--- src/hdl/trdn_pkg.sv ---
package trdn_pkg;

  // telnet command and option codes
  localparam logic [7:0] CODE_IAC  = 8'd255;
  localparam logic [7:0] CODE_DONT = 8'd254;
  localparam logic [7:0] CODE_DO   = 8'd253;
  localparam logic [7:0] CODE_WONT = 8'd252;
  localparam logic [7:0] CODE_WILL = 8'd251;
  localparam logic [7:0] CODE_SB   = 8'd250;
  localparam logic [7:0] CODE_SE   = 8'd240;

  localparam logic [7:0] OPT_BINARY   = 8'd0;
  localparam logic [7:0] OPT_TTYPE    = 8'd24;
  localparam logic [7:0] OPT_EOR      = 8'd25;
  localparam logic [7:0] OPT_ENVIRON  = 8'd39;
  localparam logic [7:0] OPT_STARTTLS = 8'd46;

  // result kinds
  localparam logic [2:0] KIND_DATA    = 3'd0;
  localparam logic [2:0] KIND_PAYLOAD = 3'd1;
  localparam logic [2:0] KIND_SB_END  = 3'd2;
  localparam logic [2:0] KIND_NEG     = 3'd3;
  localparam logic [2:0] KIND_CMD     = 3'd4;

  // queue between parser and executor
  localparam int QDEPTH = 2;
  localparam int QPTR_W = $clog2(QDEPTH);
  localparam int QCNT_W = $clog2(QDEPTH + 1);

  // parser phase
  typedef enum logic [1:0] {
    PH_NORMAL = 2'd0,
    PH_ESC    = 2'd1,
    PH_OPT    = 2'd2
  } phase_t;

  // classified operation handed from parser to executor
  typedef enum logic [1:0] {
    OP_BYTE = 2'd0,
    OP_CMD  = 2'd1,
    OP_NEG  = 2'd2
  } op_kind_t;

  typedef struct packed {
    op_kind_t   op;
    logic [7:0] value;
    logic [7:0] opt;
  } op_t;

  typedef struct packed {
    logic [2:0] kind;
    logic [7:0] byte_value;
    logic [7:0] option_code;
    logic       reply_valid;
    logic [7:0] reply_cmd;
    logic [7:0] reply_opt;
    logic       binary_done;
    logic       eor_done;
  } res_t;

endpackage

--- src/hdl/trdn_front.sv ---
module trdn_front (
  input  logic           clk,
  input  logic           rst_n,
  input  logic           accept,
  input  logic [7:0]     rx_byte,
  output logic           push,
  output trdn_pkg::op_t  push_op
);

  trdn_pkg::phase_t phase_r, phase_nxt;
  logic [7:0]       held_r, held_nxt;

  // phase register
  always_ff @(posedge clk) begin
    if (!rst_n) begin
      phase_r <= trdn_pkg::PH_NORMAL;
    end else begin
      phase_r <= phase_nxt;
    end
  end

  // held command waiting for its option byte
  always_ff @(posedge clk) begin
    held_r <= held_nxt;
  end

  // next phase
  always_comb begin
    phase_nxt = phase_r;
    held_nxt  = held_r;
    if (accept) begin
      phase_nxt = trdn_pkg::PH_NORMAL;
      unique case (phase_r)
        trdn_pkg::PH_ESC: begin
          if (rx_byte != trdn_pkg::CODE_IAC && rx_byte >= trdn_pkg::CODE_SB) begin
            phase_nxt = trdn_pkg::PH_OPT;
            held_nxt  = rx_byte;
          end
        end
        trdn_pkg::PH_OPT: begin
          phase_nxt = trdn_pkg::PH_NORMAL;
        end
        default: begin
          if (rx_byte == trdn_pkg::CODE_IAC) begin
            phase_nxt = trdn_pkg::PH_ESC;
          end
        end
      endcase
    end
  end

  // classification of the accepted byte
  always_comb begin
    push          = 1'b0;
    push_op.op    = trdn_pkg::OP_BYTE;
    push_op.value = rx_byte;
    push_op.opt   = 8'd0;
    unique case (phase_r)
      trdn_pkg::PH_ESC: begin
        if (rx_byte == trdn_pkg::CODE_IAC) begin
          push = accept;
        end else if (rx_byte < trdn_pkg::CODE_SB) begin
          push       = accept;
          push_op.op = trdn_pkg::OP_CMD;
        end
      end
      trdn_pkg::PH_OPT: begin
        push          = accept;
        push_op.op    = trdn_pkg::OP_NEG;
        push_op.value = held_r;
        push_op.opt   = rx_byte;
      end
      default: begin
        push = accept && (rx_byte != trdn_pkg::CODE_IAC);
      end
    endcase
  end

  a_iac_escapes: assert property (@(posedge clk) disable iff (!rst_n)
    accept && phase_r == trdn_pkg::PH_NORMAL && rx_byte == trdn_pkg::CODE_IAC
      |=> phase_r == trdn_pkg::PH_ESC)
    else $error("iac in normal phase did not enter escape");

  a_opt_returns: assert property (@(posedge clk) disable iff (!rst_n)
    accept && phase_r == trdn_pkg::PH_OPT |-> push && push_op.op == trdn_pkg::OP_NEG)
    else $error("option byte did not produce a negotiation");

  a_push_needs_accept: assert property (@(posedge clk) disable iff (!rst_n)
    push |-> accept)
    else $error("push without an accepted byte");

endmodule

--- src/hdl/trdn_queue.sv ---
module trdn_queue (
  input  logic           clk,
  input  logic           rst_n,
  input  logic           push,
  input  trdn_pkg::op_t  push_op,
  input  logic           pop,
  output logic           full,
  output logic           head_valid,
  output trdn_pkg::op_t  head_op
);

  trdn_pkg::op_t                  entry_r [trdn_pkg::QDEPTH];
  logic [trdn_pkg::QPTR_W-1:0]    wr_ptr_r, wr_ptr_nxt;
  logic [trdn_pkg::QPTR_W-1:0]    rd_ptr_r, rd_ptr_nxt;
  logic [trdn_pkg::QCNT_W-1:0]    count_r, count_nxt;

  assign full       = (count_r == trdn_pkg::QCNT_W'(trdn_pkg::QDEPTH));
  assign head_valid = (count_r != '0);
  assign head_op    = entry_r[rd_ptr_r];

  // pointer and count update
  always_comb begin
    wr_ptr_nxt = wr_ptr_r;
    rd_ptr_nxt = rd_ptr_r;
    count_nxt  = count_r;
    if (push) begin
      wr_ptr_nxt = (wr_ptr_r == trdn_pkg::QPTR_W'(trdn_pkg::QDEPTH - 1)) ? '0
                   : wr_ptr_r + 1'b1;
    end
    if (pop) begin
      rd_ptr_nxt = (rd_ptr_r == trdn_pkg::QPTR_W'(trdn_pkg::QDEPTH - 1)) ? '0
                   : rd_ptr_r + 1'b1;
    end
    if (push && !pop) begin
      count_nxt = count_r + 1'b1;
    end else if (pop && !push) begin
      count_nxt = count_r - 1'b1;
    end
  end

  always_ff @(posedge clk) begin
    if (!rst_n) begin
      wr_ptr_r <= '0;
      rd_ptr_r <= '0;
      count_r  <= '0;
    end else begin
      wr_ptr_r <= wr_ptr_nxt;
      rd_ptr_r <= rd_ptr_nxt;
      count_r  <= count_nxt;
    end
  end

  // entry storage
  always_ff @(posedge clk) begin
    if (push) begin
      entry_r[wr_ptr_r] <= push_op;
    end
  end

  a_no_overflow: assert property (@(posedge clk) disable iff (!rst_n)
    push |-> !full)
    else $error("push into a full queue");

  a_no_underflow: assert property (@(posedge clk) disable iff (!rst_n)
    pop |-> head_valid)
    else $error("pop from an empty queue");

  a_count_range: assert property (@(posedge clk) disable iff (!rst_n)
    count_r <= trdn_pkg::QCNT_W'(trdn_pkg::QDEPTH))
    else $error("queue count out of range");

endmodule

--- src/hdl/trdn_back.sv ---
module trdn_back (
  input  logic            clk,
  input  logic            rst_n,
  input  logic            head_valid,
  input  trdn_pkg::op_t   head_op,
  output logic            pop,
  input  logic            out_stall,
  output logic            out_valid,
  output trdn_pkg::res_t  out_res
);

  logic           out_valid_r;
  trdn_pkg::res_t res_r, res_nxt;
  logic           sub_r, sub_nxt;
  logic [7:0]     sub_opt_r, sub_opt_nxt;
  logic           binary_r, binary_nxt;
  logic           eor_r, eor_nxt;

  assign pop       = head_valid && (!out_valid_r || !out_stall);
  assign out_valid = out_valid_r;
  assign out_res   = res_r;

  // execute the head operation
  always_comb begin
    sub_nxt     = sub_r;
    sub_opt_nxt = sub_opt_r;
    binary_nxt  = binary_r;
    eor_nxt     = eor_r;
    res_nxt.kind        = sub_r ? trdn_pkg::KIND_PAYLOAD : trdn_pkg::KIND_DATA;
    res_nxt.byte_value  = head_op.value;
    res_nxt.option_code = 8'd0;
    res_nxt.reply_valid = 1'b0;
    res_nxt.reply_cmd   = 8'd0;
    res_nxt.reply_opt   = 8'd0;
    unique case (head_op.op)
      trdn_pkg::OP_CMD: begin
        if (head_op.value == trdn_pkg::CODE_SE && sub_r) begin
          res_nxt.kind        = trdn_pkg::KIND_SB_END;
          res_nxt.option_code = sub_opt_r;
          sub_nxt             = 1'b0;
        end else begin
          res_nxt.kind = trdn_pkg::KIND_CMD;
        end
      end
      trdn_pkg::OP_NEG: begin
        res_nxt.kind        = trdn_pkg::KIND_NEG;
        res_nxt.option_code = head_op.opt;
        if (head_op.value == trdn_pkg::CODE_WILL) begin
          if (head_op.opt == trdn_pkg::OPT_BINARY) begin
            res_nxt.reply_valid = 1'b1;
            res_nxt.reply_cmd   = trdn_pkg::CODE_DO;
            binary_nxt          = 1'b1;
          end else if (head_op.opt == trdn_pkg::OPT_EOR) begin
            res_nxt.reply_valid = 1'b1;
            res_nxt.reply_cmd   = trdn_pkg::CODE_DO;
            eor_nxt             = 1'b1;
          end else if (head_op.opt != trdn_pkg::OPT_STARTTLS) begin
            res_nxt.reply_valid = 1'b1;
            res_nxt.reply_cmd   = trdn_pkg::CODE_DONT;
          end
        end else if (head_op.value == trdn_pkg::CODE_DO) begin
          res_nxt.reply_valid = 1'b1;
          if (head_op.opt == trdn_pkg::OPT_BINARY) begin
            res_nxt.reply_cmd = trdn_pkg::CODE_WILL;
            binary_nxt        = 1'b1;
          end else if (head_op.opt == trdn_pkg::OPT_EOR) begin
            res_nxt.reply_cmd = trdn_pkg::CODE_WILL;
            eor_nxt           = 1'b1;
          end else if (head_op.opt == trdn_pkg::OPT_TTYPE ||
                       head_op.opt == trdn_pkg::OPT_ENVIRON) begin
            res_nxt.reply_cmd = trdn_pkg::CODE_WILL;
          end else begin
            res_nxt.reply_cmd = trdn_pkg::CODE_WONT;
          end
        end else if (head_op.value == trdn_pkg::CODE_SB) begin
          sub_nxt     = 1'b1;
          sub_opt_nxt = head_op.opt;
        end
        if (res_nxt.reply_valid) begin
          res_nxt.reply_opt = head_op.opt;
        end
      end
      default: begin
      end
    endcase
    res_nxt.binary_done = binary_nxt;
    res_nxt.eor_done    = eor_nxt;
  end

  // negotiation state, updated per executed operation
  always_ff @(posedge clk) begin
    if (!rst_n) begin
      sub_r     <= 1'b0;
      sub_opt_r <= 8'd0;
      binary_r  <= 1'b0;
      eor_r     <= 1'b0;
    end else if (pop) begin
      sub_r     <= sub_nxt;
      sub_opt_r <= sub_opt_nxt;
      binary_r  <= binary_nxt;
      eor_r     <= eor_nxt;
    end
  end

  // output register
  always_ff @(posedge clk) begin
    if (!rst_n) begin
      out_valid_r <= 1'b0;
    end else if (pop) begin
      out_valid_r <= 1'b1;
    end else if (!out_stall) begin
      out_valid_r <= 1'b0;
    end
  end

  always_ff @(posedge clk) begin
    if (pop) begin
      res_r <= res_nxt;
    end
  end

  a_reply_only_neg: assert property (@(posedge clk) disable iff (!rst_n)
    out_valid_r && res_r.reply_valid |-> res_r.kind == trdn_pkg::KIND_NEG)
    else $error("reply on a non-negotiation result");

  a_binary_sticky: assert property (@(posedge clk) disable iff (!rst_n)
    binary_r |=> binary_r)
    else $error("binary flag cleared");

  a_eor_sticky: assert property (@(posedge clk) disable iff (!rst_n)
    eor_r |=> eor_r)
    else $error("eor flag cleared");

  a_end_closes: assert property (@(posedge clk) disable iff (!rst_n)
    pop && res_nxt.kind == trdn_pkg::KIND_SB_END |=> !sub_r)
    else $error("subnegotiation still open after its end");

endmodule

--- src/hdl/telnet_rx_deframer_negotiator.sv ---
// a completing byte is queued, then its result is held in the output register
// one byte per cycle unless stalled; parser and executor each take one byte a cycle
// a two-entry queue between parser and executor absorbs output stalls
// iac bytes that open an escape and commands awaiting an option byte give no result
// reset (rst_n low, synchronous) returns the parser to normal phase, empties the queue,
// closes any subnegotiation and clears the binary and eor flags
module telnet_rx_deframer_negotiator (
  input  logic       clk,
  input  logic       rst_n,
  input  logic       in_valid,
  output logic       in_stall,
  input  logic [7:0] in_rx_byte,
  output logic       out_valid,
  input  logic       out_stall,
  output logic [2:0] out_kind,
  output logic [7:0] out_byte_value,
  output logic [7:0] out_option_code,
  output logic       out_reply_valid,
  output logic [7:0] out_reply_cmd,
  output logic [7:0] out_reply_opt,
  output logic       out_binary_done,
  output logic       out_eor_done
);

  logic           accept;
  logic           push;
  trdn_pkg::op_t  push_op;
  logic           q_full;
  logic           head_valid;
  trdn_pkg::op_t  head_op;
  logic           pop;
  trdn_pkg::res_t res;

  assign in_stall = q_full;
  assign accept   = in_valid && !q_full;

  // byte parser
  trdn_front u_front (
    .clk     (clk),
    .rst_n   (rst_n),
    .accept  (accept),
    .rx_byte (in_rx_byte),
    .push    (push),
    .push_op (push_op)
  );

  // operation queue
  trdn_queue u_queue (
    .clk        (clk),
    .rst_n      (rst_n),
    .push       (push),
    .push_op    (push_op),
    .pop        (pop),
    .full       (q_full),
    .head_valid (head_valid),
    .head_op    (head_op)
  );

  // negotiation executor and output register
  trdn_back u_back (
    .clk        (clk),
    .rst_n      (rst_n),
    .head_valid (head_valid),
    .head_op    (head_op),
    .pop        (pop),
    .out_stall  (out_stall),
    .out_valid  (out_valid),
    .out_res    (res)
  );

  assign out_kind        = res.kind;
  assign out_byte_value  = res.byte_value;
  assign out_option_code = res.option_code;
  assign out_reply_valid = res.reply_valid;
  assign out_reply_cmd   = res.reply_cmd;
  assign out_reply_opt   = res.reply_opt;
  assign out_binary_done = res.binary_done;
  assign out_eor_done    = res.eor_done;

endmodule
--- config.mk ---
export PLATFORM = sky130hd
export DESIGN_NAME = telnet_rx_deframer_negotiator
export DESIGN_NICKNAME = d
export VERILOG_FILES = /design/src/hdl/trdn_pkg.sv /design/src/hdl/trdn_front.sv /design/src/hdl/trdn_queue.sv /design/src/hdl/trdn_back.sv /design/src/hdl/telnet_rx_deframer_negotiator.sv
export SDC_FILE = /design/constraint.sdc
export NUM_CORES = 1
export LEC_CHECK = 0
export BUFFER_PORTS_ARGS = -buffer_cell sky130_fd_sc_hd__buf_2
export CAP_MARGIN = 20
export CORE_AREA = 4 4 150 80
export CTS_CLUSTER_DIAMETER = 100
export DETAILED_ROUTE_END_ITERATION = 6
export DIE_AREA = 0 0 154 84
export GPL_TIMING_DRIVEN = 0
export HOLD_SLACK_MARGIN = 0.06
export SLEW_MARGIN = 10
export SYNTH_ARGS = -nofsm -noshare
export SYNTH_HDL_FRONTEND = slang
export SYNTH_HIERARCHICAL = 1
export SYNTH_SLANG_ARGS = --single-unit
--- constraint.sdc ---
create_clock -name clk -period 12.2 [get_ports clk]
set_input_delay 1.22 -clock clk [delete_from_list [all_inputs] [get_ports clk]]
set_output_delay 1.22 -clock clk [all_outputs]
set_load 0.005 [all_outputs]
==> flow_metrics.tcl <==
set metrics [dict create \
    path_clk_slew_ps 60 \
    clock_sinks 96 \
    wl_met1_mm 4.31 \
    power.density_nw_per_um2 215 \
    antenna_found_initial 0 \
    crit_chain "buf_2 > and4_4 > a211o_1 > a31oi_1 > and2_1" \
    drive_gt1_frac 0.371 \
    hold_viol 0 \
    grt_max_degree 28 \
    report.final.slew_viol_count 0 \
    synthesis.area_um2 4090 \
    synth_commonest_cells "edfxtp_1 (77), mux2_2 (25), and2_1 (20), dfxtp_1 (19), nor2b_1 (14)" \
    min_period_ps 2930 \
    finalSetupTns_ps 0 \
    yosys.area.top_type "edfxtp_1" \
    synth_top_area_frac 0.565 \
    fin_nets 354 \
    post-place-ws_ps 8780 \
    ctsHtreeMaxLevel 3 \
    cts_made_buffers 9 \
    yosys_warnings 6 \
    finalCritPeriodShare 0.240 \
    dp.cells 471 \
    avgSynthCellArea_um2 15.0 \
    core_um2 10700 \
    rsz0062_at_grt "false" \
    drc 0 \
    grt_pass1_vias 2353 \
    place_congestion 0.830 \
    synth_cell_types 56 \
    routed_via_density 4.97 \
    placed_cell_area_um2 4580 \
    synth_area_leaders "edfxtp_1 (56%), dfxtp_1 (9.3%), mux2_2 (6.9%), and2_1 (3.1%), nor2b_1 (2.1%)" \
    dr.pass1.iters 4 \
    clockRootBuffer "clkbuf_16" \
    max_clock_freq_mhz 341 \
    final_core_util 0.458 \
    ctsResizeCount 0 \
    die_area_um2 12900 \
    fin_cells 487 \
    grt_pass1_wl_mm 13.1 \
    synth_ff_type "edfxtp_1" \
    fin_area_um2 4910 \
    path_max_fanout 18 \
    synth-seq-area-share 0.658 \
    grt_overflow 0 \
    p_leak_uw 0.00180 \
    status "completed" \
    io_pins 52 \
    clk_latency_ps 340 \
    die_height_um 84 \
    cap_violations 0 \
    cts_tree "built" \
    min_path_cells 2 \
    worstPathArrival_ps 2900 \
    async_flop_share 0 \
    critPathLaunchType "input port" \
    r2r_cells 7 \
    ant_nets 0 \
    ys_ff_latch 96 \
    cp-end-kind "flip-flop" \
    die_w_um 154 \
    wl_per_cell_um 17.0 \
    finalClockSkew_ps 4.22 \
    postCtsSetupRepairBufs 0 \
    dr.first_iter.drc_count 184 \
    cts_max_path_buffers 2 \
    vias 2421 \
    crit_slowest_cell "and2_1" \
    vdd_drop_max_mv 0.133 \
    wl_met3_um 566 \
    slew_headroom 0.423 \
    critPathMaxStageDelay_ps 750 \
    holdCritPathClass "reg2reg" \
    yosysMostFrequentCell "edfxtp_1" \
    dr_wl_met2_mm 3.34 \
    track_usage 0.134 \
    synthCells 273 \
    synthToLayoutAreaGrowth_pct 19.8 \
    critPathKind "in2reg" \
    setup_violations 0 \
    start_util 0.382 \
    io_buffers 51 \
    ctsHoldBuffers 0 \
    n_antenna_cell 0 \
    wirelength_mm 8.28 \
    rows 27 \
    synth_edf_count 77 \
    setup_ws_ps 9270 \
    place_hpwl_mm 5.86 \
    dr.max_layer_used "met4" \
    synth_nets 290 \
    worstMarginPinSlew_ps 865 \
    crit_required_ps 12170 \
]
==> worst paths after layout <==
kind	end	slack [ps]	from
setup / recovery	u_queue/entry_r[1][5]	9270	in_rx_byte[2]
hold / removal	u_back/binary_r	470	u_back/binary_r
setup reg to reg	u_back/out_res[10]	9430	flip-flop
hold reg to reg	u_back/binary_r	470	u_back/binary_r
==> per-layer routing <==
metal,track usage,up-vias
met5,0,-
met4,0.0288,0
met3,0.0497,5
met2,0.180,70
met1,0.204,1179
li1,-,1167
==> layout make-up <==
| class | count | area (um^2) |
|---|---|---|
| plain buffers | 15 | 101 |
| flip-flops and latches | 96 | 2690 |
| clock buffers | 9 | 225 |
| inverters | 6 | 22.5 |
| well taps | 145 | 181 |
| fillers | 941 | 5800 |
| clock inverters | 7 | 101 |
| multi-input cells | 156 | 1290 |
| repair buffers | 53 | 290 |
==> cells by family (layout without fill, tap and decap cells) <==
kind of cell	Yosys count	after routing	share of synthesized area
fa+ha+maj	5	5	0.0153
mux	34	34	0.0911
simple gates	76	76	0.125
flops	96	96	0.658
buf+inv	21	90	0.0303
xor+xnor	3	3	0.00642
compound gates	38	38	0.0740
==> stage by stage <==
step / hold WS [ps] / total power, uW
after floorplan: 419 / 641
after global placement: 433 / 747
after detailed placement: 454 / 757
after CTS: 471 / 1060
after global routing: 507 / 1110
final: 470 / 1050
==> where the power goes <==
group          internal, uW  switching [uW]  total [uW]
registers               441            18.3         460
logic                   125             163         288
clock network           182             123         305
==> sequential cells by signal, indices dropped and copies added (netlist names), named ones only <==
signal	cells
u_queue/wr_ptr_r	1
u_queue/entry_r	36
u_front/phase_r	2
u_back/sub_opt_r	8
u_back/eor_r	1
u_front/held_r	8
u_back/out_valid	1
u_back/binary_r	1
u_queue/rd_ptr_r	1
u_back/sub_r	1
u_back/out_res	33
u_queue/count_r	2
==> layout by cell type (no fill, tap or decap), types with 4 or more instances in the layout <==
cell	count
ha_1	5
buf_4	7
and2_1	20
nand3_1	4
nor2b_1	13
nand4_1	6
clkbuf_16	9
a22o_2	8
mux2i_1	8
inv_1	6
a31oi_1	5
edfxtp_1	77
a211o_1	4
buf_2	54
dfxtp_1	19
mux2_2	25
==> critical path, delay by kind of cell <==
family	cells	cell delay (ps)
buffers and inverters	1	140
and+or+nand+nor	2	940
AOI/OAI and AO/OA	2	580
No activity file was read; power rests on OpenSTA's default activity.
